--- config.mk ---
export PLATFORM = sky130hd
export DESIGN_NAME = kc2d_cell
export DESIGN_NICKNAME = d
export VERILOG_FILES = /design/src/rtl/kc2d_pkg.sv /design/src/rtl/kc2d_cell.sv
export SDC_FILE = /design/constraint.sdc
export NUM_CORES = 2
export LEC_CHECK = 0
export ABC_AREA = 1
export BUFFER_PORTS_ARGS = -buffer_cell sky130_fd_sc_hd__buf_2
export CAP_MARGIN = 20
export CORE_MARGIN = 1
export CORE_UTILIZATION = 25
export DETAILED_ROUTE_END_ITERATION = 16
export GPL_TIMING_DRIVEN = 0
export PLACE_DENSITY = 0.43
export SETUP_SLACK_MARGIN = 0.02
export SYNTH_ARGS = -nofsm -noshare
export SYNTH_HDL_FRONTEND = slang
export SYNTH_SLANG_ARGS = --single-unit
export TNS_END_PERCENT = 1
--- constraint.sdc ---
create_clock -name clk_i -period 5.05 [get_ports clk_i]
set_input_delay 1.01 -clock clk_i [delete_from_list [all_inputs] [get_ports clk_i]]
set_output_delay 1.01 -clock clk_i [all_outputs]
set_load 0.05 [all_outputs]
--- src/rtl/kc2d_pkg.sv ---
// Shared types and constants of the 3x3 convolution block.
// No dependencies; every other file in rtl/ but kc2d_line_store imports this package.
package kc2d_pkg;

  localparam int unsigned KSIZE      = 3;
  localparam int unsigned NCH        = 3;
  localparam int unsigned CH_W       = 8;
  localparam int unsigned PIX_W      = NCH * CH_W;
  localparam int unsigned COEF_W     = 16;
  localparam int unsigned KROW_W     = KSIZE * COEF_W;
  localparam int unsigned PROD_W     = 24;
  localparam int unsigned COLSUM_W   = 26;
  localparam int unsigned SUM_W      = 28;
  localparam int unsigned COL_W      = 11;
  localparam int unsigned ROW_W      = 16;
  localparam int unsigned OCOL_W     = 10;
  localparam int unsigned DATA_W     = 64;
  localparam int unsigned ADDR_W     = 6;
  localparam int unsigned FIFO_DEPTH = 8;
  localparam int unsigned FIFO_AW    = 3;
  localparam int unsigned CNT_W      = 4;

  localparam logic [COL_W-1:0]  RST_FRAME_WIDTH  = 11'd1024;
  localparam logic [ROW_W-1:0]  RST_FRAME_HEIGHT = 16'd1024;
  localparam logic [KROW_W-1:0] RST_COEF_TOP     = 48'h0;
  localparam logic [KROW_W-1:0] RST_COEF_MID     = 48'h0000_4000_0000;
  localparam logic [KROW_W-1:0] RST_COEF_BOT     = 48'h0;

  typedef enum logic [2:0] {
    REG_FRAME_WIDTH  = 3'd0,
    REG_FRAME_HEIGHT = 3'd1,
    REG_COEF_TOP     = 3'd2,
    REG_COEF_MID     = 3'd3,
    REG_COEF_BOT     = 3'd4
  } reg_idx_e;

  typedef struct packed {
    logic [CH_W-1:0] sample_c2;
    logic [CH_W-1:0] sample_c1;
    logic [CH_W-1:0] sample_c0;
  } in_pix_t;

  typedef struct packed {
    logic signed [SUM_W-1:0] sum_c0;
    logic signed [SUM_W-1:0] sum_c1;
    logic signed [SUM_W-1:0] sum_c2;
    logic [OCOL_W-1:0]       out_column;
    logic [ROW_W-1:0]        out_row;
    logic                    frame_end;
  } out_res_t;

  typedef struct packed {
    logic [OCOL_W-1:0] out_column;
    logic [ROW_W-1:0]  out_row;
    logic              frame_end;
  } out_meta_t;

  // one window column, index 0 is the top kernel row
  typedef logic [KSIZE-1:0][PIX_W-1:0]    pix_col_t;
  typedef logic [KSIZE-1:0][COEF_W-1:0]   coef_col_t;
  typedef logic [NCH-1:0][COLSUM_W-1:0]   col_sum_t;

  typedef struct packed {
    logic shift;  // window column moves one cell left
    logic calc;   // register products
    logic zero;   // left neighbor lies outside the frame
    logic sum;    // register column sums
  } cell_ctl_t;

endpackage

--- src/rtl/kc2d_cell.sv ---
// One window column cell: holds three pixels, multiplies by its kernel column,
// sums the column per channel. Depends on kc2d_pkg.
module kc2d_cell import kc2d_pkg::*; #(
  parameter int unsigned CHANNELS = 3
) (
  input  logic      clk_i,
  input  logic      rst_ni,
  input  cell_ctl_t ctl_i,
  input  pix_col_t  col_i,
  input  coef_col_t coef_i,
  output pix_col_t  col_o,
  output col_sum_t  sum_o
);

  pix_col_t                col_q;
  logic signed [PROD_W-1:0] prod_d [KSIZE][NCH];
  logic signed [PROD_W-1:0] prod_q [KSIZE][NCH];
  col_sum_t                sum_d, sum_q;

  always_ff @(posedge clk_i or negedge rst_ni) begin
    if (!rst_ni) begin
      col_q <= '0;
    end else if (ctl_i.shift) begin
      col_q <= col_i;
    end
  end

  always_comb begin
    logic [CH_W-1:0]          px;
    logic signed [COEF_W-1:0] cf;
    px = '0;
    cf = '0;
    for (int ky = 0; ky < KSIZE; ky++) begin
      for (int ch = 0; ch < NCH; ch++) begin
        px = col_q[ky][CH_W*ch +: CH_W];
        cf = $signed(coef_i[ky]);
        prod_d[ky][ch] = '0;
        if (ch < CHANNELS && !ctl_i.zero) begin
          prod_d[ky][ch] = PROD_W'($signed({1'b0, px})) * PROD_W'(cf);
        end
      end
    end
  end

  always_comb begin
    logic signed [COLSUM_W-1:0] acc;
    acc = '0;
    for (int ch = 0; ch < NCH; ch++) begin
      acc = '0;
      for (int ky = 0; ky < KSIZE; ky++) begin
        acc = acc + COLSUM_W'(prod_q[ky][ch]);
      end
      sum_d[ch] = acc;
    end
  end

  always_ff @(posedge clk_i) begin
    if (ctl_i.calc) begin
      prod_q <= prod_d;
    end
    if (ctl_i.sum) begin
      sum_q <= sum_d;
    end
  end

  assign col_o = col_q;
  assign sum_o = sum_q;

endmodule

### Word level (Yosys, flattened, before mapping)

Index checks and enable logic that the tools add are counted.

* register bits: 366
* input port bits: 126
* output and inout port bits: 150
* word-level logic and storage cells: 30

* add/subtract/negate cells: 6
* multiply operators: 9

Operator list (number)
* multiplier 9 x 16 -> 24 bit: 9
* adder 25 x 24 -> 26 bit: 3
* adder 24 x 24 -> 25 bit: 3

### Logic depth before layout (Yosys ltp)

* depth after elaboration: 2
* mapped depth: 24
* gate-level depth less buffers: 22

### Worst setup path after synthesis

No wires, ideal clock.

* path type: input -> register
* from: input coef_i[47] (netlist bit)
* to: register prod_q[45] (netlist bit) (data pin)
* arrival: 4729 ps
* required time: 4797 ps
* setup slack: 68 ps
* stages: 19
* cells stage by stage: clkbuf_1 nand2_1 fa_1 inv_1 fa_1 fa_1 inv_1 fa_1 inv_1 ha_1 nand2_1 nor2_1 inv_1 nor2_1 nand3_1 nand3_1 nand2_1 nand2_1 nor2_1

* word-level cells in the longest chain between the ends: 1

RTL lines
* start, declared: RTL line kc2d_cell.sv:10 `input coef_col_t coef_i,`
* multiplier 9 x 16 -> 24 bit: RTL line kc2d_cell.sv:39 `prod_d[ky][ch] = PROD_W'($signed({1'b0, px})) * PROD_W'(cf);`
* end signal, assigned: RTL line kc2d_cell.sv:59 `prod_q <= prod_d;`
* end, declared: RTL line kc2d_cell.sv:17 `logic signed [PROD_W-1:0] prod_q [KSIZE][NCH];`

Every way passes these cells.
A chain may end at the register's enable or synchronous reset.

### Final worst setup path

* from: input coef_i[28] (netlist bit)
* to: register prod_q[142] (netlist bit) (data pin)

Same word-level chain as after synthesis.

==> impl_metrics.py <==
metrics = {
    "worst_hold_path": {
        "hp-class": "in -> async",
    },
    "cells_and_area": {
        "drive_above_1_share_pct": 9.01,
        "layout.nets": 10240,
        "area_growth_pct": 13.4,
        "final_core_util_pct": 28.6,
    },
    "floorplanning": {
        "core_um2": 249000,
        "rows": 183,
        "io_pins": 276,
        "die_area_um2": 254000,
        "die_w_um": 504,
        "die_h_um": 504,
        "start_util_pct": 25.2,
    },
    "synthesis": {
        "yosysWarningCount": 0,
        "ys_ff_latch": 366,
        "syn-instance-count": 8326,
        "synth_nets": 9922,
        "yosysSeqAreaShare_pct": 16.9,
        "synth.avg_cell_area_um2": 7.56,
        "synth_area_um2": 62900,
        "netlist-cell-type-count": 34,
    },
    "timing": {
        "slew_violations": 0,
        "rsz0062_at_grt": "true",
        "skew_ps": 93.8,
        "timing.final.crit_share_pct": 98.6,
        "setup_violations": 0,
        "finalHoldViolCount": 0,
        "slew-limit-headroom_pct": 24.3,
        "min_period_ps": 4980,
        "timing.fmax_mhz": 201,
        "tightest_slew_ps": 1130,
    },
    "critical_path": {
        "cp.arrival_ps": 5420,
        "crit_type": "in -> reg",
        "crit_path_start_kind": "primary input",
        "r2r_end": "prod_q[191]$_SDFFCE_PP0P_",
        "end_kind": "flop",
        "reg2reg_from": "col_o[10]$_DFFE_PN0P_",
        "crit_start": "coef_i[28]",
        "r2r_setup_slack_ps": 100,
        "worstPathRequired_ps": 5490,
        "reg2regPathDepth": 16,
        "crit_fanout": 10,
    },
    "routing": {
        "wl_per_cell_um": 18.3,
        "vias": 51734,
        "drtIter0Drc": 3176,
        "drc": 0,
        "viasPerCell": 4.30,
        "drt-total-wl_mm": 220,
        "dr.pass1.iters": 6,
        "detail-route-antenna-nets": 0,
    },
    "placed_design": {
        "place.gp.congestion": 0.902,
        "detailed_place_hpwl_mm": 189,
        "portBuffers": 273,
    },
    "global_routing": {
        "overflow": 0,
        "antenna_found_initial": 25,
        "track_usage_pct": 17.4,
        "first_global_vias": 53767,
        "grt_pass1_wl_mm": 335,
        "grt_max_degree": 116,
    },
    "clock_network": {
        "cts_hold_buf": 0,
        "numCtsBuffers": 50,
        "clock_sinks": 366,
        "clk_path_buf_depth": 3,
        "clkTransAtPathRegs_ps": 70,
        "insertion_delay_ps": 730,
        "root_buffer": "clkbuf_16",
        "post_cts_buffers": 0,
        "cts_max_level": 2,
        "cts_tree": "yes",
    },
    "run_status": {
        "status": "complete, no violations",
    },
    "flow_run": {
        "cap_violations": 0,
    },
}
## how the worst max path moves through the flow
| stage | endpoint | slack (ps) | depth (start not counted) |
|---|---|---|---|
| CTS | prod_q[62]$_SDFFCE_PP0P_ | -40 | 17 |
| floorplan | prod_q[45]$_SDFFCE_PP0P_ | 70 | 19 |
| global route | prod_q[142]$_SDFFCE_PP0P_ | -150 | 19 |
| global placement | prod_q[70]$_SDFFCE_PP0P_ | -1810 | 15 |
| detailed placement | prod_q[70]$_SDFFCE_PP0P_ | -1760 | 15 |
| finish | prod_q[142]$_SDFFCE_PP0P_ | 70 | 19 |
## final cells by class
class / instances / area [um^2]
antenna: 2 / 5.00
buffer: 261 / 1560
clock buffer: 57 / 1310
clock inverter: 37 / 505
fill: 27471 / 178000
inverter: 2434 / 9140
multi-input combinational: 5253 / 42500
sequential: 366 / 10600
tap: 3330 / 4170
timing repair buffer: 278 / 1510
## metrics by stage
stage / instance area (um^2) / std cells / hold WS, ps / worst slack (ps) / setup TNS (ps)
floorplan: 62900 / 8326 / 680 / 68.1 / 0
global placement: 68500 / 11929 / 753 / -1810 / -164790
detailed placement: 68600 / 11934 / 760 / -1760 / -129420
CTS: 70900 / 12017 / 318 / -44.1 / -66.9
global route: 71300 / 12016 / 347 / -146 / -1420
finish: 71300 / 12018 / 330 / 69.2 / 0
## timing repair
item                                    CTS  global route
endpoints found under the setup margin  143           107
pin swaps                                 1             6
gates resized for setup                 282           268
## cell usage in the layout, fill, tap and decap left out, types with 90 or more instances in the layout
cell type,count
o21ai_0,170
nand2_1,2321
a21oi_1,321
nand3_1,236
nor2_1,371
edfxtp_1,294
buf_2,303
inv_1,2434
fa_1,969
ha_1,484
clkbuf_2,90
## logic make-up (layout without fill, tap and decap cells)
family,count (synthesis),count (layout),synth area share (%)
flops,366,366,16.9
mux,63,63,1.13
compound gates,549,549,4.49
other cells,0,2,0
fa+ha+maj,1470,1470,40.9
buf+inv,2707,3067,16.2
simple gates,3112,3112,19.6
xor+xnor,59,59,0.821
## synth_stat cells (all sizes together)
master / number / area [um^2]
nand2b: 3 / 18.8
nand3b: 13 / 97.6
nor2: 421 / 1610
nor3: 26 / 145
nand4: 44 / 275
mux2: 63 / 709
fa: 975 / 19500
a21oi: 343 / 1720
ha: 495 / 6190
xnor2: 16 / 140
o21ai: 178 / 898
and2: 18 / 113
nand2: 2334 / 8790
edfxtp: 294 / 8830
o211ai: 1 / 7.51
o21bai: 5 / 37.5
nand3: 251 / 1300
or2: 1 / 6.26
a211oi: 6 / 45.0
dfrtp: 72 / 1800
a21boi: 1 / 7.51
buf: 16 / 80.1
inv: 2434 / 9140
o21a: 15 / 113
nor4: 1 / 6.26
clkbuf: 257 / 965
xor2: 43 / 377
## critical path, cell delays in order
cell,delay (ps)
buf_2,160
clkbuf_2,370
nand2_1,140
fa_1,560
inv_1,50
fa_1,480
fa_1,550
inv_1,50
fa_1,480
inv_1,40
ha_1,390
nand2_1,140
nor2_1,240
nand3_1,120
nand3_1,160
nand2_1,90
nand3_1,70
nand2_1,50
nor2_1,250
## per-layer routing
metal / up-vias / wire length [um] / track usage, %
met5: - / 63 / 0
met4: 10 / 6420 / 4.31
met3: 238 / 9500 / 1.93
met2: 1124 / 102000 / 29.0
met1: 25441 / 103000 / 24.0
li1: 24921 / - / -
## registers in the layout (all words and copies together) (netlist names)
signal / flops
col_o: 72
sum_o: 78
prod_q: 216
Power is left out: the tool's default activity adds up to more than one toggle a clock period on the data nets, which glitch-free logic cannot reach.
