**src/rtl/kc2d_pkg.sv**
```systemverilog
// Shared types and constants of the 3x3 convolution block.
// No dependencies; every other file in rtl/ but kc2d_line_store imports this package.
package kc2d_pkg;

  localparam int unsigned KSIZE      = 3;
  localparam int unsigned NCH        = 3;
  localparam int unsigned CH_W       = 8;
  localparam int unsigned PIX_W      = NCH * CH_W;
  localparam int unsigned COEF_W     = 16;
  localparam int unsigned KROW_W     = KSIZE * COEF_W;
  localparam int unsigned PROD_W     = 24;
  localparam int unsigned COLSUM_W   = 26;
  localparam int unsigned SUM_W      = 28;
  localparam int unsigned COL_W      = 11;
  localparam int unsigned ROW_W      = 16;
  localparam int unsigned OCOL_W     = 10;
  localparam int unsigned DATA_W     = 64;
  localparam int unsigned ADDR_W     = 6;
  localparam int unsigned FIFO_DEPTH = 8;
  localparam int unsigned FIFO_AW    = 3;
  localparam int unsigned CNT_W      = 4;

  localparam logic [COL_W-1:0]  RST_FRAME_WIDTH  = 11'd1024;
  localparam logic [ROW_W-1:0]  RST_FRAME_HEIGHT = 16'd1024;
  localparam logic [KROW_W-1:0] RST_COEF_TOP     = 48'h0;
  localparam logic [KROW_W-1:0] RST_COEF_MID     = 48'h0000_4000_0000;
  localparam logic [KROW_W-1:0] RST_COEF_BOT     = 48'h0;

  typedef enum logic [2:0] {
    REG_FRAME_WIDTH  = 3'd0,
    REG_FRAME_HEIGHT = 3'd1,
    REG_COEF_TOP     = 3'd2,
    REG_COEF_MID     = 3'd3,
    REG_COEF_BOT     = 3'd4
  } reg_idx_e;

  typedef struct packed {
    logic [CH_W-1:0] sample_c2;
    logic [CH_W-1:0] sample_c1;
    logic [CH_W-1:0] sample_c0;
  } in_pix_t;

  typedef struct packed {
    logic signed [SUM_W-1:0] sum_c0;
    logic signed [SUM_W-1:0] sum_c1;
    logic signed [SUM_W-1:0] sum_c2;
    logic [OCOL_W-1:0]       out_column;
    logic [ROW_W-1:0]        out_row;
    logic                    frame_end;
  } out_res_t;

  typedef struct packed {
    logic [OCOL_W-1:0] out_column;
    logic [ROW_W-1:0]  out_row;
    logic              frame_end;
  } out_meta_t;

  // one window column, index 0 is the top kernel row
  typedef logic [KSIZE-1:0][PIX_W-1:0]    pix_col_t;
  typedef logic [KSIZE-1:0][COEF_W-1:0]   coef_col_t;
  typedef logic [NCH-1:0][COLSUM_W-1:0]   col_sum_t;

  typedef struct packed {
    logic shift;  // window column moves one cell left
    logic calc;   // register products
    logic zero;   // left neighbor lies outside the frame
    logic sum;    // register column sums
  } cell_ctl_t;

endpackage

```
**src/rtl/kc2d_out_fifo.sv**
```systemverilog
// Result queue between the arithmetic pipeline and the output channel.
// Depends on kc2d_pkg; the caller never pushes into a full queue.
module kc2d_out_fifo import kc2d_pkg::*; (
  input  logic             clk_i,
  input  logic             rst_ni,
  input  logic             push_i,
  input  out_res_t         push_data_i,
  output logic             out_valid_o,
  input  logic             out_stall_i,
  output out_res_t         out_data_o,
  output logic [CNT_W-1:0] count_o
);

  out_res_t           mem [FIFO_DEPTH];
  logic [FIFO_AW-1:0] wr_ptr_q, rd_ptr_q;
  logic [CNT_W-1:0]   count_q;
  logic               pop;

  assign out_valid_o = (count_q != '0);
  assign pop         = out_valid_o && !out_stall_i;

  always_ff @(posedge clk_i or negedge rst_ni) begin
    if (!rst_ni) begin
      wr_ptr_q <= '0;
      rd_ptr_q <= '0;
      count_q  <= '0;
    end else begin
      if (push_i) begin
        wr_ptr_q <= wr_ptr_q + 1'b1;
      end
      if (pop) begin
        rd_ptr_q <= rd_ptr_q + 1'b1;
      end
      count_q <= count_q + CNT_W'(push_i) - CNT_W'(pop);
    end
  end

  always_ff @(posedge clk_i) begin
    if (push_i) begin
      mem[wr_ptr_q] <= push_data_i;
    end
  end

  assign out_data_o = mem[rd_ptr_q];
  assign count_o    = count_q;

  a_no_overflow: assert property (@(posedge clk_i) disable iff (!rst_ni)
    (push_i && !pop) |-> (count_q != CNT_W'(FIFO_DEPTH)))
    else $error("result queue overflow");

endmodule

```
**config.mk**
```make
export PLATFORM = sky130hd
export DESIGN_NAME = kc2d_out_fifo
export DESIGN_NICKNAME = d
export VERILOG_FILES = /design/src/rtl/kc2d_pkg.sv /design/src/rtl/kc2d_out_fifo.sv
export SDC_FILE = /design/constraint.sdc
export NUM_CORES = 1
export LEC_CHECK = 0
export BUFFER_PORTS_ARGS = -buffer_cell sky130_fd_sc_hd__buf_2
export CAP_MARGIN = 40
export CORE_ASPECT_RATIO = 1.5
export CORE_MARGIN = 2
export CORE_UTILIZATION = 60
export CTS_CLUSTER_DIAMETER = 80
export DETAILED_ROUTE_END_ITERATION = 12
export PLACE_DENSITY = 0.79
export SLEW_MARGIN = 20
export SYNTH_ARGS = -nofsm -noshare
export SYNTH_HDL_FRONTEND = slang
export SYNTH_SLANG_ARGS = --single-unit
```
**constraint.sdc**
```tcl
create_clock -name clk_i -period 17.7 [get_ports clk_i]
set_clock_uncertainty 0.05 [all_clocks]
set_input_delay 3.54 -clock clk_i [delete_from_list [all_inputs] [get_ports clk_i]]
set_output_delay 3.54 -clock clk_i [all_outputs]
set_load 0.01 [all_outputs]
```
After elaboration in Yosys (flattened, before gate mapping):

Memory sizes are Yosys's and may differ from the RTL's.
Index checks and enable logic that the tools add are counted.
Widths: inputs -> output; s select.

* register bits after elaboration: 10
* memory bits (writable): 888
* input bits: 115
* output and inout bits: 116
* logic and storage cells: 13
* memories: 1

* $add $sub $neg: 4
* multiplexer cells: 2
* reduce and logical (&&, ||, !) cells: 3

Memories
* mem: words 8, bits a word 111, read ports 1, clocked after Yosys merged registers in 0, write ports 1, RTL line kc2d_out_fifo.sv:14 `out_res_t mem [FIFO_DEPTH];`

Operator list (number)
* $add 3x1->3 const B: 2
* $add 4x1->4: 1
* $reduce_bool 4->1: 1
* $sub 4x1->4: 1
* $mux 1: 2
* $logic_and 1x1->1: 1
* $logic_not 1->1: 1

Depth between registers and ports, before layout:

Gate-level depths: netlist of the first run.

* word-level depth: 3
* mapped depth: 10
* depth with buffers taken out: 10

Worst setup path after synthesis of the first run:

OpenSTA, ideal clock, no wires.

* path kind: input-to-reg
* start point: in push_i
* end point: mem mem[0][0] (netlist name), enable pin
* library setup time: 717 ps
* arrival time: 11134 ps
* data required time: 16933 ps
* slack: 5799 ps
* cell stages on the path: 2
* path buffers: 0
* cell sequence: nand2b_1 -> nor3_1

* word-level cells in the longest chain between the ends: 2

Ends and longest elaborated chain
* start, declared: RTL line kc2d_out_fifo.sv:6 `input logic push_i,`
* $mux 1: RTL line kc2d_out_fifo.sv:39 `if (push_i) begin`
* $mux 1 (not written as such): RTL line kc2d_out_fifo.sv:40 `mem[wr_ptr_q] <= push_data_i;`
* end, declared: RTL line kc2d_out_fifo.sv:14

No other way between the ends.

==> results, run 1 <==
- The run finished with clean final reports.
- After detailed routing, the average wire length per cell comes to 27.4 µm.
- The count of buffering cells on the critical path with inverters included is 5.
- The leftover overflow at the end of global routing is 0.
- The synthesized netlist contains 23 unique library cells.
- The number of global-route vias before repair was 15800.
- The pre-antenna-repair detailed-routing pass consisted of 5 iterations.
- The largest fanout on the critical path is 37.
- The placer's final routability congestion estimate is 0.691.
- The source-to-sink clock delay at the later pin of the worst-skew pair is 0.62 ns.
- The placeable core region is 56500 µm².
- The type of the worst min-delay path is reg2reg.
- Setup repair after global routing left no endpoint under its margin.
- The critical path start-end classification is reg2out.
- The critical path arrival is 4.11 ns.
- The root buffer cell is sky130_fd_sc_hd__clkbuf_16.
- Synthesis inferred 898 register bits.
- The power density of the placed cells is 166 nW/µm².
- The largest net degree at the start of global routing is 57.
- In this run the tool buffered the top-level ports with 230 buffer cells.
- Adding up every negative setup slack in the final design gives 0 ns.
- The combined flip-flop and latch cell area is 26900 µm².
- In the global route stage, met3 resource usage came out at 4.89%.
- The multi-input logic area is 6700 µm².
- The kind of cell with the highest combined delay along the critical path is buffers and inverters.
- The most frequent cell on the critical path is sky130_fd_sc_hd__buf_4.
- Global routing consumed, on the met2 layer, 40.6% of the routing resources.
- The worst max-slew margin expressed relative to the limit is 44.9%.
- The post-detailed-placement cell area is 36200 µm².
- Traced cell by cell, the critical path runs through buf_4 -> buf_12 -> buf_4 -> buf_16 -> mux4_2 -> mux2_2 -> buf_2.
- The netlist area before placement is 34100 µm².
- The critical path startpoint category is a flop.
- For this design, the CTS-stage hold fixing added 0 buffers.
- The maximum operating frequency is 130 MHz.
- At the worst endpoint, the required time is 14.11 ns.
- The mean instance size in the synthesized netlist is 25.5 µm².
- After layout, the design draws a total of 6.46 mW.
- The peak per-stage delay on the critical path is 0.79 ns.
- The number of nets with antenna violations after detailed routing is 0.
- The per-cell via count in the routed design is 6.00.
- The instance count after placement with tap cells included is 2307.
- Setup slack on the critical path of the routed design comes to 10.0 ns.
- The worst register-to-register path begins at wr_ptr_q[1].
- The count of unresolved DRC violations after routing is 0.
- The via total after detailed routing is 14800.
- The launch point of the critical path is rd_ptr_q[0].
- The die covers 58700 µm².
- The post-CTS setup buffer count is 0.
- The global routing stage identified its most utilized layer as met2.
- The initial standard-cell utilization of the core is 60.3%.
- Cells with a size suffix above 1 make up 43.2% of the layout.
- The count of mapped cells out of synthesis is 1337.
- The final layout contains routed wiring with a total length of 67600 µm.
- CTS built an H-tree with a depth of 3.
- The cell row count is 107.
- From left edge to right edge, the die measures 199 µm.
- The layout overhead on the synthesized area is 14.0%.
- The final layout contains 1752 nets.
- Setup violations remaining at the end of the flow were counted as 0.
- The first-iteration detailed-routing DRC count is 1017.
- The smallest clock period supported by the final layout is computed as 7.70 ns.
- Prior to clock tree synthesis, the placed netlist has a worst setup slack of 10.54 ns.
- The critical path capture point type is an output port.
- The tool flagged a number of max-cap violations equal to 0.
- The share of the clock period used by the worst path is 43.5%.
- The met1 track demand over resource is 30.8%.
- The finished cells cover 38800 µm².
- TritonCTS built the clock tree.
- Sequential cells were found to cover 79.0% of the synthesized design area.
- The clock transition time at the flip-flop clock pins of the worst setup and hold paths is 0.07 ns.
- The worst-case IR drop observed on VDD is 0.000117 V.
- For the pin with the worst max-slew slack, the measured transition is 0.826 ns.
- Clock tree synthesis inserted a total of 80 buffers.
- The total of fill cells in the finished design is 3414.
- The leakage power total is 12.8 nW.
- The final instance count without filler cells is 2467.
- The first-pass GRT wire length is 100000 µm.
- The count of endpoints failing hold in the final timing report is 0.
- Clock tree synthesis found a total of 898 sinks.
- The largest individual stage delay along the critical path comes from the cell sky130_fd_sc_hd__dfrtp_4.
- The number of antenna violations at the first check in global routing is 13.
- The number of warnings printed during yosys synthesis is 0.
- The floorplan step set the die height to 296 µm.
- For this run, the total global-route usage over all layers was measured as 23.8%.
- The number of nets in the synthesized netlist is 1460.
- The start point of the worst hold path is wr_ptr_q[1].
- The total count of max-transition violations in the final report was 0.
- The number of buffers on the longest clock path is 3.
- The detailed placement HPWL is 37300 µm.
- 231 I/O pins were placed.
- The number of gates resized after CTS was 0.
## cell usage in the layout (no fill, tap or decap)
master                       count
sky130_fd_sc_hd__a21o_1          1
sky130_fd_sc_hd__a21oi_1         1
sky130_fd_sc_hd__buf_12          5
sky130_fd_sc_hd__buf_16          5
sky130_fd_sc_hd__buf_2         230
sky130_fd_sc_hd__buf_4          32
sky130_fd_sc_hd__bufinv_16       6
sky130_fd_sc_hd__clkbuf_1       19
sky130_fd_sc_hd__clkbuf_16      82
sky130_fd_sc_hd__clkinv_1       15
sky130_fd_sc_hd__clkinv_2       15
sky130_fd_sc_hd__clkinv_4        1
sky130_fd_sc_hd__clkinv_8        1
sky130_fd_sc_hd__clkinvlp_4      4
sky130_fd_sc_hd__dfrtp_1         7
sky130_fd_sc_hd__dfrtp_4         3
sky130_fd_sc_hd__diode_2         9
sky130_fd_sc_hd__edfxtp_1      888
sky130_fd_sc_hd__fa_1            1
sky130_fd_sc_hd__ha_1            7
sky130_fd_sc_hd__inv_1           9
sky130_fd_sc_hd__inv_16          2
sky130_fd_sc_hd__inv_6           3
sky130_fd_sc_hd__mux2_2         81
sky130_fd_sc_hd__mux2_4         32
sky130_fd_sc_hd__mux4_2        222
sky130_fd_sc_hd__nand2_1         3
sky130_fd_sc_hd__nand2b_1        3
sky130_fd_sc_hd__nor2_1          1
sky130_fd_sc_hd__nor2_4          6
sky130_fd_sc_hd__nor3_2          2
sky130_fd_sc_hd__nor3b_1         2
sky130_fd_sc_hd__xnor2_1         2
sky130_fd_sc_hd__xor2_1          4
## flip-flops by register name, indices dropped and copies added (netlist names)
register  flops
count_o       4
wr_ptr_q      3
rd_ptr_q      3
mem         888
## worst reg2reg max path, stage by stage (launching register included)
cell	delay, ns
sky130_fd_sc_hd__dfrtp_1	0.41
sky130_fd_sc_hd__nand2b_1	0.32
sky130_fd_sc_hd__nor2_4	0.16
sky130_fd_sc_hd__buf_4	0.58
sky130_fd_sc_hd__buf_4	0.75
## per-stage QoR
step	util, %	hold slack [ns]
5_1_grt	68.7	0.551
6_report	68.7	0.518
2_1_floorplan	-	0.467
3_5_place_dp	64.0	0.502
4_1_cts	68.5	0.517
3_3_place_gp	63.7	0.490
## synth_stat cells (all sizes together)
cell,n,share of area (%)
a21o,1,0.022
edfxtp,888,78
nand2,3,0.033
nor2,7,0.077
clkbuf,15,0.17
dfrtp,10,0.73
mux2,113,4.1
nand2b,3,0.055
a21oi,1,0.015
buf,47,1.2
nor3b,2,0.044
inv,9,0.099
nor3,2,0.029
xnor2,2,0.051
mux4,222,15
ha,7,0.26
fa,1,0.059
xor2,4,0.10
## logic make-up (layout without fill, tap and decap cells)
kind of cell / Yosys count / after routing / synth area share, %
flops: 898 / 898 / 79.0
mux: 335 / 335 / 18.8
buf+inv: 71 / 429 / 1.48
simple gates: 17 / 17 / 0.239
fa+ha+maj: 8 / 8 / 0.316
xor+xnor: 6 / 6 / 0.154
compound gates: 2 / 2 / 0.0367
other cells: 0 / 9 / 0
## layer usage
layer	part of all wire [%]	vias up
li1	-	6332
met3	6.5	112
met1	38	7862
met5	0.10	-
met4	2.8	10
met2	53	481
## worst paths after layout
path                                   to  depth (start not counted)  slack [ns]
setup / recovery           out_data_o[82]                          7        10.0
hold / removal                wr_ptr_q[1]                          1        0.52
setup reg to reg               mem[1][58]                          4       14.99
hold reg to reg               wr_ptr_q[1]                          1        0.52
max in group asynchronous     rd_ptr_q[2]                          1       14.56
min in group asynchronous     rd_ptr_q[0]                          1        2.76
## layout make-up
type | instances | share of cell area (%)
multi-input cells | 368 | 17.3
clock buffers | 101 | 5.47
inverters | 9 | 0.0870
well taps | 763 | 2.46
repair buffers | 272 | 4.20
clock inverters | 47 | 1.12
diodes | 9 | 0.0580
flip-flops and latches | 898 | 69.4
## power by group
group          internal [mW]  switching, mW  total [mW]
clock                  0.947          0.738        1.69
sequential              2.67          0.140        2.81
combinational          0.977          0.985        1.96
total                   4.59           1.86        6.46
Note: power is estimated with default switching activity, not from simulation.
==> run 2, diff against run 1 <==
--- a/config.mk
+++ b/config.mk
@@ -5,14 +5,15 @@
 export SDC_FILE = /design/constraint.sdc
 export NUM_CORES = 1
 export LEC_CHECK = 0
+export ABC_AREA = 1
 export BUFFER_PORTS_ARGS = -buffer_cell sky130_fd_sc_hd__buf_2
 export CAP_MARGIN = 40
 export CORE_ASPECT_RATIO = 1.5
 export CORE_MARGIN = 2
-export CORE_UTILIZATION = 60
+export CORE_UTILIZATION = 55
 export CTS_CLUSTER_DIAMETER = 80
 export DETAILED_ROUTE_END_ITERATION = 12
-export PLACE_DENSITY = 0.79
+export PLACE_DENSITY = 0.76
 export SLEW_MARGIN = 20
 export SYNTH_ARGS = -nofsm -noshare
 export SYNTH_HDL_FRONTEND = slang
==> constraint.sdc (replaced) <==
create_clock -name clk_i -period 6.32 [get_ports clk_i]
set_clock_uncertainty 0.05 [all_clocks]
set_input_delay 1.264 -clock clk_i [delete_from_list [all_inputs] [get_ports clk_i]]
set_output_delay 1.264 -clock clk_i [all_outputs]
set_load 0.01 [all_outputs]
==> run 2 against run 1 <==
Against the previous run: register-to-register slack worse by 11 ns; combinational power grew to 3.4 times the previous value; sequential power grew to 2.7 times the previous value; sequential share of layout area shrank 7.9 points; clock power rose to 2.8 times the previous value; die area is 24% higher; utilization fell by 6.3 points; largest cell class unchanged; largest power group unchanged.
==> results, run 2 <==
- The flow ran to the end, and the final reports show no timing, DRC or antenna violations.
- The number of distinct library cells after synthesis is 17 (-26%).
- The fraction of layout cells with a size suffix above 1 came to 9.82% (-33 points).
- The via total after detailed routing came to 25700 (+74%).
- The total track usage is 23.4% (-0.36 points).
- The count of endpoints failing hold in the final timing report was 0 (unchanged).
- The required time at the endpoint of the critical path is 5.01 ns (-9.10 ns).
- The leftover overflow at the end of global routing came to 0 (unchanged).
- The maximum ir drop on the vdd rail is 0.000488 V (+320%).
- The source-to-sink clock delay at the later pin of the worst-skew pair is 0.64 ns (+0.02 ns).
- The part of the total power dissipated in the clock network is 25.1% (-1.0 points).
- The register with the most flip-flops is mem.
- Derived from the worst setup path, the maximum achievable clock frequency is 206 MHz.
- The largest area contributor in the synthesized netlist is sky130_fd_sc_hd__edfxtp_1.
- The met1 wire length is 33600 µm (+31%).
- The number of buffers on the longest clock path came to 3 (unchanged).
- The largest net degree at the start of global routing was 168 (+190%).
- The share of synthesized cell area in full adder, half adder and majority cells is 0.276% (-0.040 points).
- The number of violations of the max-capacitance limit was 0 (unchanged).
- The placer's final routability congestion estimate is 0.757 (+9.5%).
- For the finished layout, the period the worst path requires is 4.86 ns.
- The compound-cell area share of the yosys netlist is 0.0514% (+0.015 points).
- Yosys instantiated no cell more often than sky130_fd_sc_hd__nand2_1.
- The number of nets at the end of the flow is 4213 (+140%).
- The total count of max-transition violations in the final report is 0 (unchanged).
- The die width is 221 µm (+11%).
- The die boundary height was 330 µm (+12%).
- The share of the core filled with cells in the final layout is 62.4% (-6.3 points).
- The critical path arrival came to 3.55 ns (-0.56 ns).
- The number of top-level pins is 231 (unchanged).
- The length of the first detailed-routing pass in iterations is 8 (+3).
- The first-pass GRT wire length came to 132000 µm (+32%).
- The critical path startpoint category is a flop.
- The proportion of power drawn by combinational gates is 35.4% (+5.0 points).
- The count of unresolved DRC violations after routing is 0 (unchanged).
- The number of warnings printed during yosys synthesis is 0 (unchanged).
- The internal power summed over all cells is 11.9 mW (+160%).
- The number of buffers created by CTS was 81 (+1.3%).
- The min-delay analysis places its worst path in the category in2async.
- The peak per-stage delay on the critical path is 0.77 ns (-0.02 ns).
- The worst-case reg-to-reg path depth is 3 (-1).
- The post-CTS setup buffer count is 0 (unchanged).
- The fraction of the yosys area taken by sequential cells is 69.1% (-10 points).
- The clock tree from TritonCTS is done.
- The number of flip-flops under the largest register name is 888 (unchanged).
- The met2 layer wire length in the routed design is 43700 µm (+23%).
- The die area is 73100 µm² (+24%).
- The number of levels the H-tree was split into is 3 (unchanged).
- Leaving out fill and tap cells, the most frequent cells in the layout are 1456 x sky130_fd_sc_hd__nand2_1, 903 x sky130_fd_sc_hd__inv_1, 888 x sky130_fd_sc_hd__edfxtp_1.
- By count the netlist is led by 1456 x sky130_fd_sc_hd__nand2_1, 904 x sky130_fd_sc_hd__inv_1, 888 x sky130_fd_sc_hd__edfxtp_1.
- The net count after synthesis came to 4027 (+180%).
- The post-CTS resize count came to 0 (unchanged).
- The post-synthesis share of cell area spent on and, or, nand and nor gates came to 19.8% (+20 points).
- The clock net sink count is 898 (unchanged).
- The final setup violation count came to 0 (unchanged).
- The initial standard-cell utilization of the core is 55.6% (-4.7 points).
- The power density of the placed cells is 432 nW/µm² (+160%).
- The fraction of post-synthesis cell area in the top cell type by area came to 68.4% (-9.9 points).
- The number of nets with antenna violations after detailed routing is 0 (unchanged).
- The predominant post-synthesis flop cell is sky130_fd_sc_hd__edfxtp_1.
- The part of the power in registers was 39.5% (-4.0 points).
- The routed wire length per instance is 16.9 µm (-38%).
- The worst setup path is captured at an output port.
- The per-cell via count in the routed design is 5.08 (-15%).
- The xor/xnor cell area share of the yosys netlist is 0.112% (-0.042 points).
- The root buffer cell is sky130_fd_sc_hd__clkbuf_16.
- The share of the clock period used by the worst path is 77.0%.
- The largest fanout on the critical path is 62 (+68%).
- The number of synthesized flops with an enable pin is 888 (unchanged).
- The quantity of I/O buffers inserted on ports is 230 (unchanged).
- The worst max-slew margin expressed relative to the limit came to 39.7% (-5.2 points).
- The leakage power total is 20.4 nW (+60%).
- The count of mapped cells out of synthesis is 3904 (+190%).
- The fraction of synthesis flops using an asynchronous set or reset pin came to 1.11% (unchanged).
- The detailed placement HPWL is 45900 µm (+23%).
- The final setup TNS is 0 ns (unchanged).
- Setup repair after global routing left no endpoint under its margin.
- The cell row count was 119 (+11%).
- The most frequent cell on the critical path is sky130_fd_sc_hd__nand2_1.
- The mean instance size in the synthesized netlist came to 9.98 µm² (-61%).
- Walking the worst path, the cells encountered are buf_4 -> buf_16 -> buf_4 -> nand2_1 -> nand3_1 -> nand2_1 -> nand2_1 -> nand2_1 -> buf_2.
- The layout overhead on the synthesized area is 12.3%.
- The fraction of synthesized area in multiplexers is 0% (-19 points).
- By startpoint and endpoint, the worst setup path is classified as reg2out.
- The placeable core region came to 70100 µm² (+24%).
- The number of global-route vias before repair is 24800 (+57%).
- The netlist area before placement is 39000 µm² (+14%).
- In the post-synthesis netlist, the biggest area contributors are sky130_fd_sc_hd__edfxtp_1 68%, sky130_fd_sc_hd__nand2_1 14%, sky130_fd_sc_hd__inv_1 8.7%.
- The number of antenna violations at the first check in global routing is 14 (+1).
- In this run the top signal layer used is met5.
- The flip-flop and latch count after synthesis came to 898 (unchanged).
- The routed wire length is 85700 µm (+27%).
- The most frequent standard cell in the layout excluding fill and tap cells is sky130_fd_sc_hd__nand2_1.
- The total of hold buffers inserted after clock tree synthesis is 0 (unchanged).
- The net switching power figure is 6.96 mW (+270%).
- The met3 wirelength from detailed routing came to 6140 µm (+40%).
- The first-iteration detailed-routing DRC count was 1870 (+84%).
- The clock transition time at the flip-flop clock pins of the worst setup and hold paths is 0.06 ns (about the same).
- The slew at the pin closest to its max-slew limit is 0.905 ns (+0.0782 ns).
- The master of the slowest instance on the critical path is sky130_fd_sc_hd__dfrtp_4.
- The net switching share of the total power came to 36.8% (+8.0 points).
- The combinational family with the most area after synthesis is simple AND/OR/NAND/NOR gates.
-- run 2: changes by cell type after synthesis, sizes merged, moves of 43 or more --
cell	delta
clkbuf	+43
mux4	-222
nand3	+446
nand2	+1453
inv	+897
mux2	-113
buf	+67
-- run 2: critical path: cells and delay by family, from the launching register on --
kind | cells | cell delay [ns]
DFF | 1 | 0.77
buffers and inverters | 4 | 1.54
and+or+nand+nor | 5 | 0.49
-- run 2: power by group through the flow --
stage | sequential, mW | combinational (mW) | clock, mW
global placement | 7.57 | 6.45 | 0
finish | 7.47 | 6.70 | 4.74
CTS | 7.47 | 6.76 | 4.81
floorplan | 7.53 | 4.40 | 0
detailed placement | 7.59 | 6.72 | 0
global route | 7.51 | 7.48 | 5.05
-- run 2: layout make-up --
cell class	count	area [µm²]
Antenna cell	8	20.0
Clock buffer	97	2150
Clock inverter	49	403
Fill cell	5362	26300
Inverter	906	3420
Multi-Input combinational cell	1928	7970
Sequential cell	898	26900
Tap cell	907	1130
Timing Repair Buffer	275	1770
-- run 2: per-stage QoR --
step                instances  setup WS [ns]  cell area [µm²]  hold WS [ns]  total power [mW]
floorplan                3904         -0.543            39000         0.440              11.9
global placement         4904           2.01            41000         0.461              14.0
detailed placement       4914           2.13            41200         0.493              14.3
CTS                      5060           1.44            43800         0.401              19.0
global route             5063           1.28            43800         0.424              20.0
finish                   5068           1.46            43800         0.440              18.9
-- run 2: final timing paths --
path                       slack, ns             end   startpoint
min in group clk_i              0.50     wr_ptr_q[0]  wr_ptr_q[0]
max                             1.46  out_data_o[28]  rd_ptr_q[0]
max in group asynchronous       5.54     rd_ptr_q[2]       rst_ni
min reg2reg                     0.50     wr_ptr_q[0]  wr_ptr_q[0]
max reg2reg                     3.66      mem[0][50]  wr_ptr_q[0]
min                             0.44     wr_ptr_q[0]       rst_ni
-- run 2: cell families (layout without fill, tap and decap cells) --
| logic type | Yosys count | after routing |
|---|---|---|
| compound gates | 4 | 4 |
| xor+xnor | 5 | 5 |
| fa+ha+maj | 8 | 8 |
| buf+inv | 1078 | 1327 |
| flops | 898 | 898 |
| other cells | 0 | 8 |
| simple gates | 1911 | 1911 |
-- run 2: routing by layer --
metal,vias to the layer above,track usage [%]
met4,16,8.65
met5,-,0
li1,12500,-
met3,177,4.53
met2,840,41.5
met1,12200,28.5
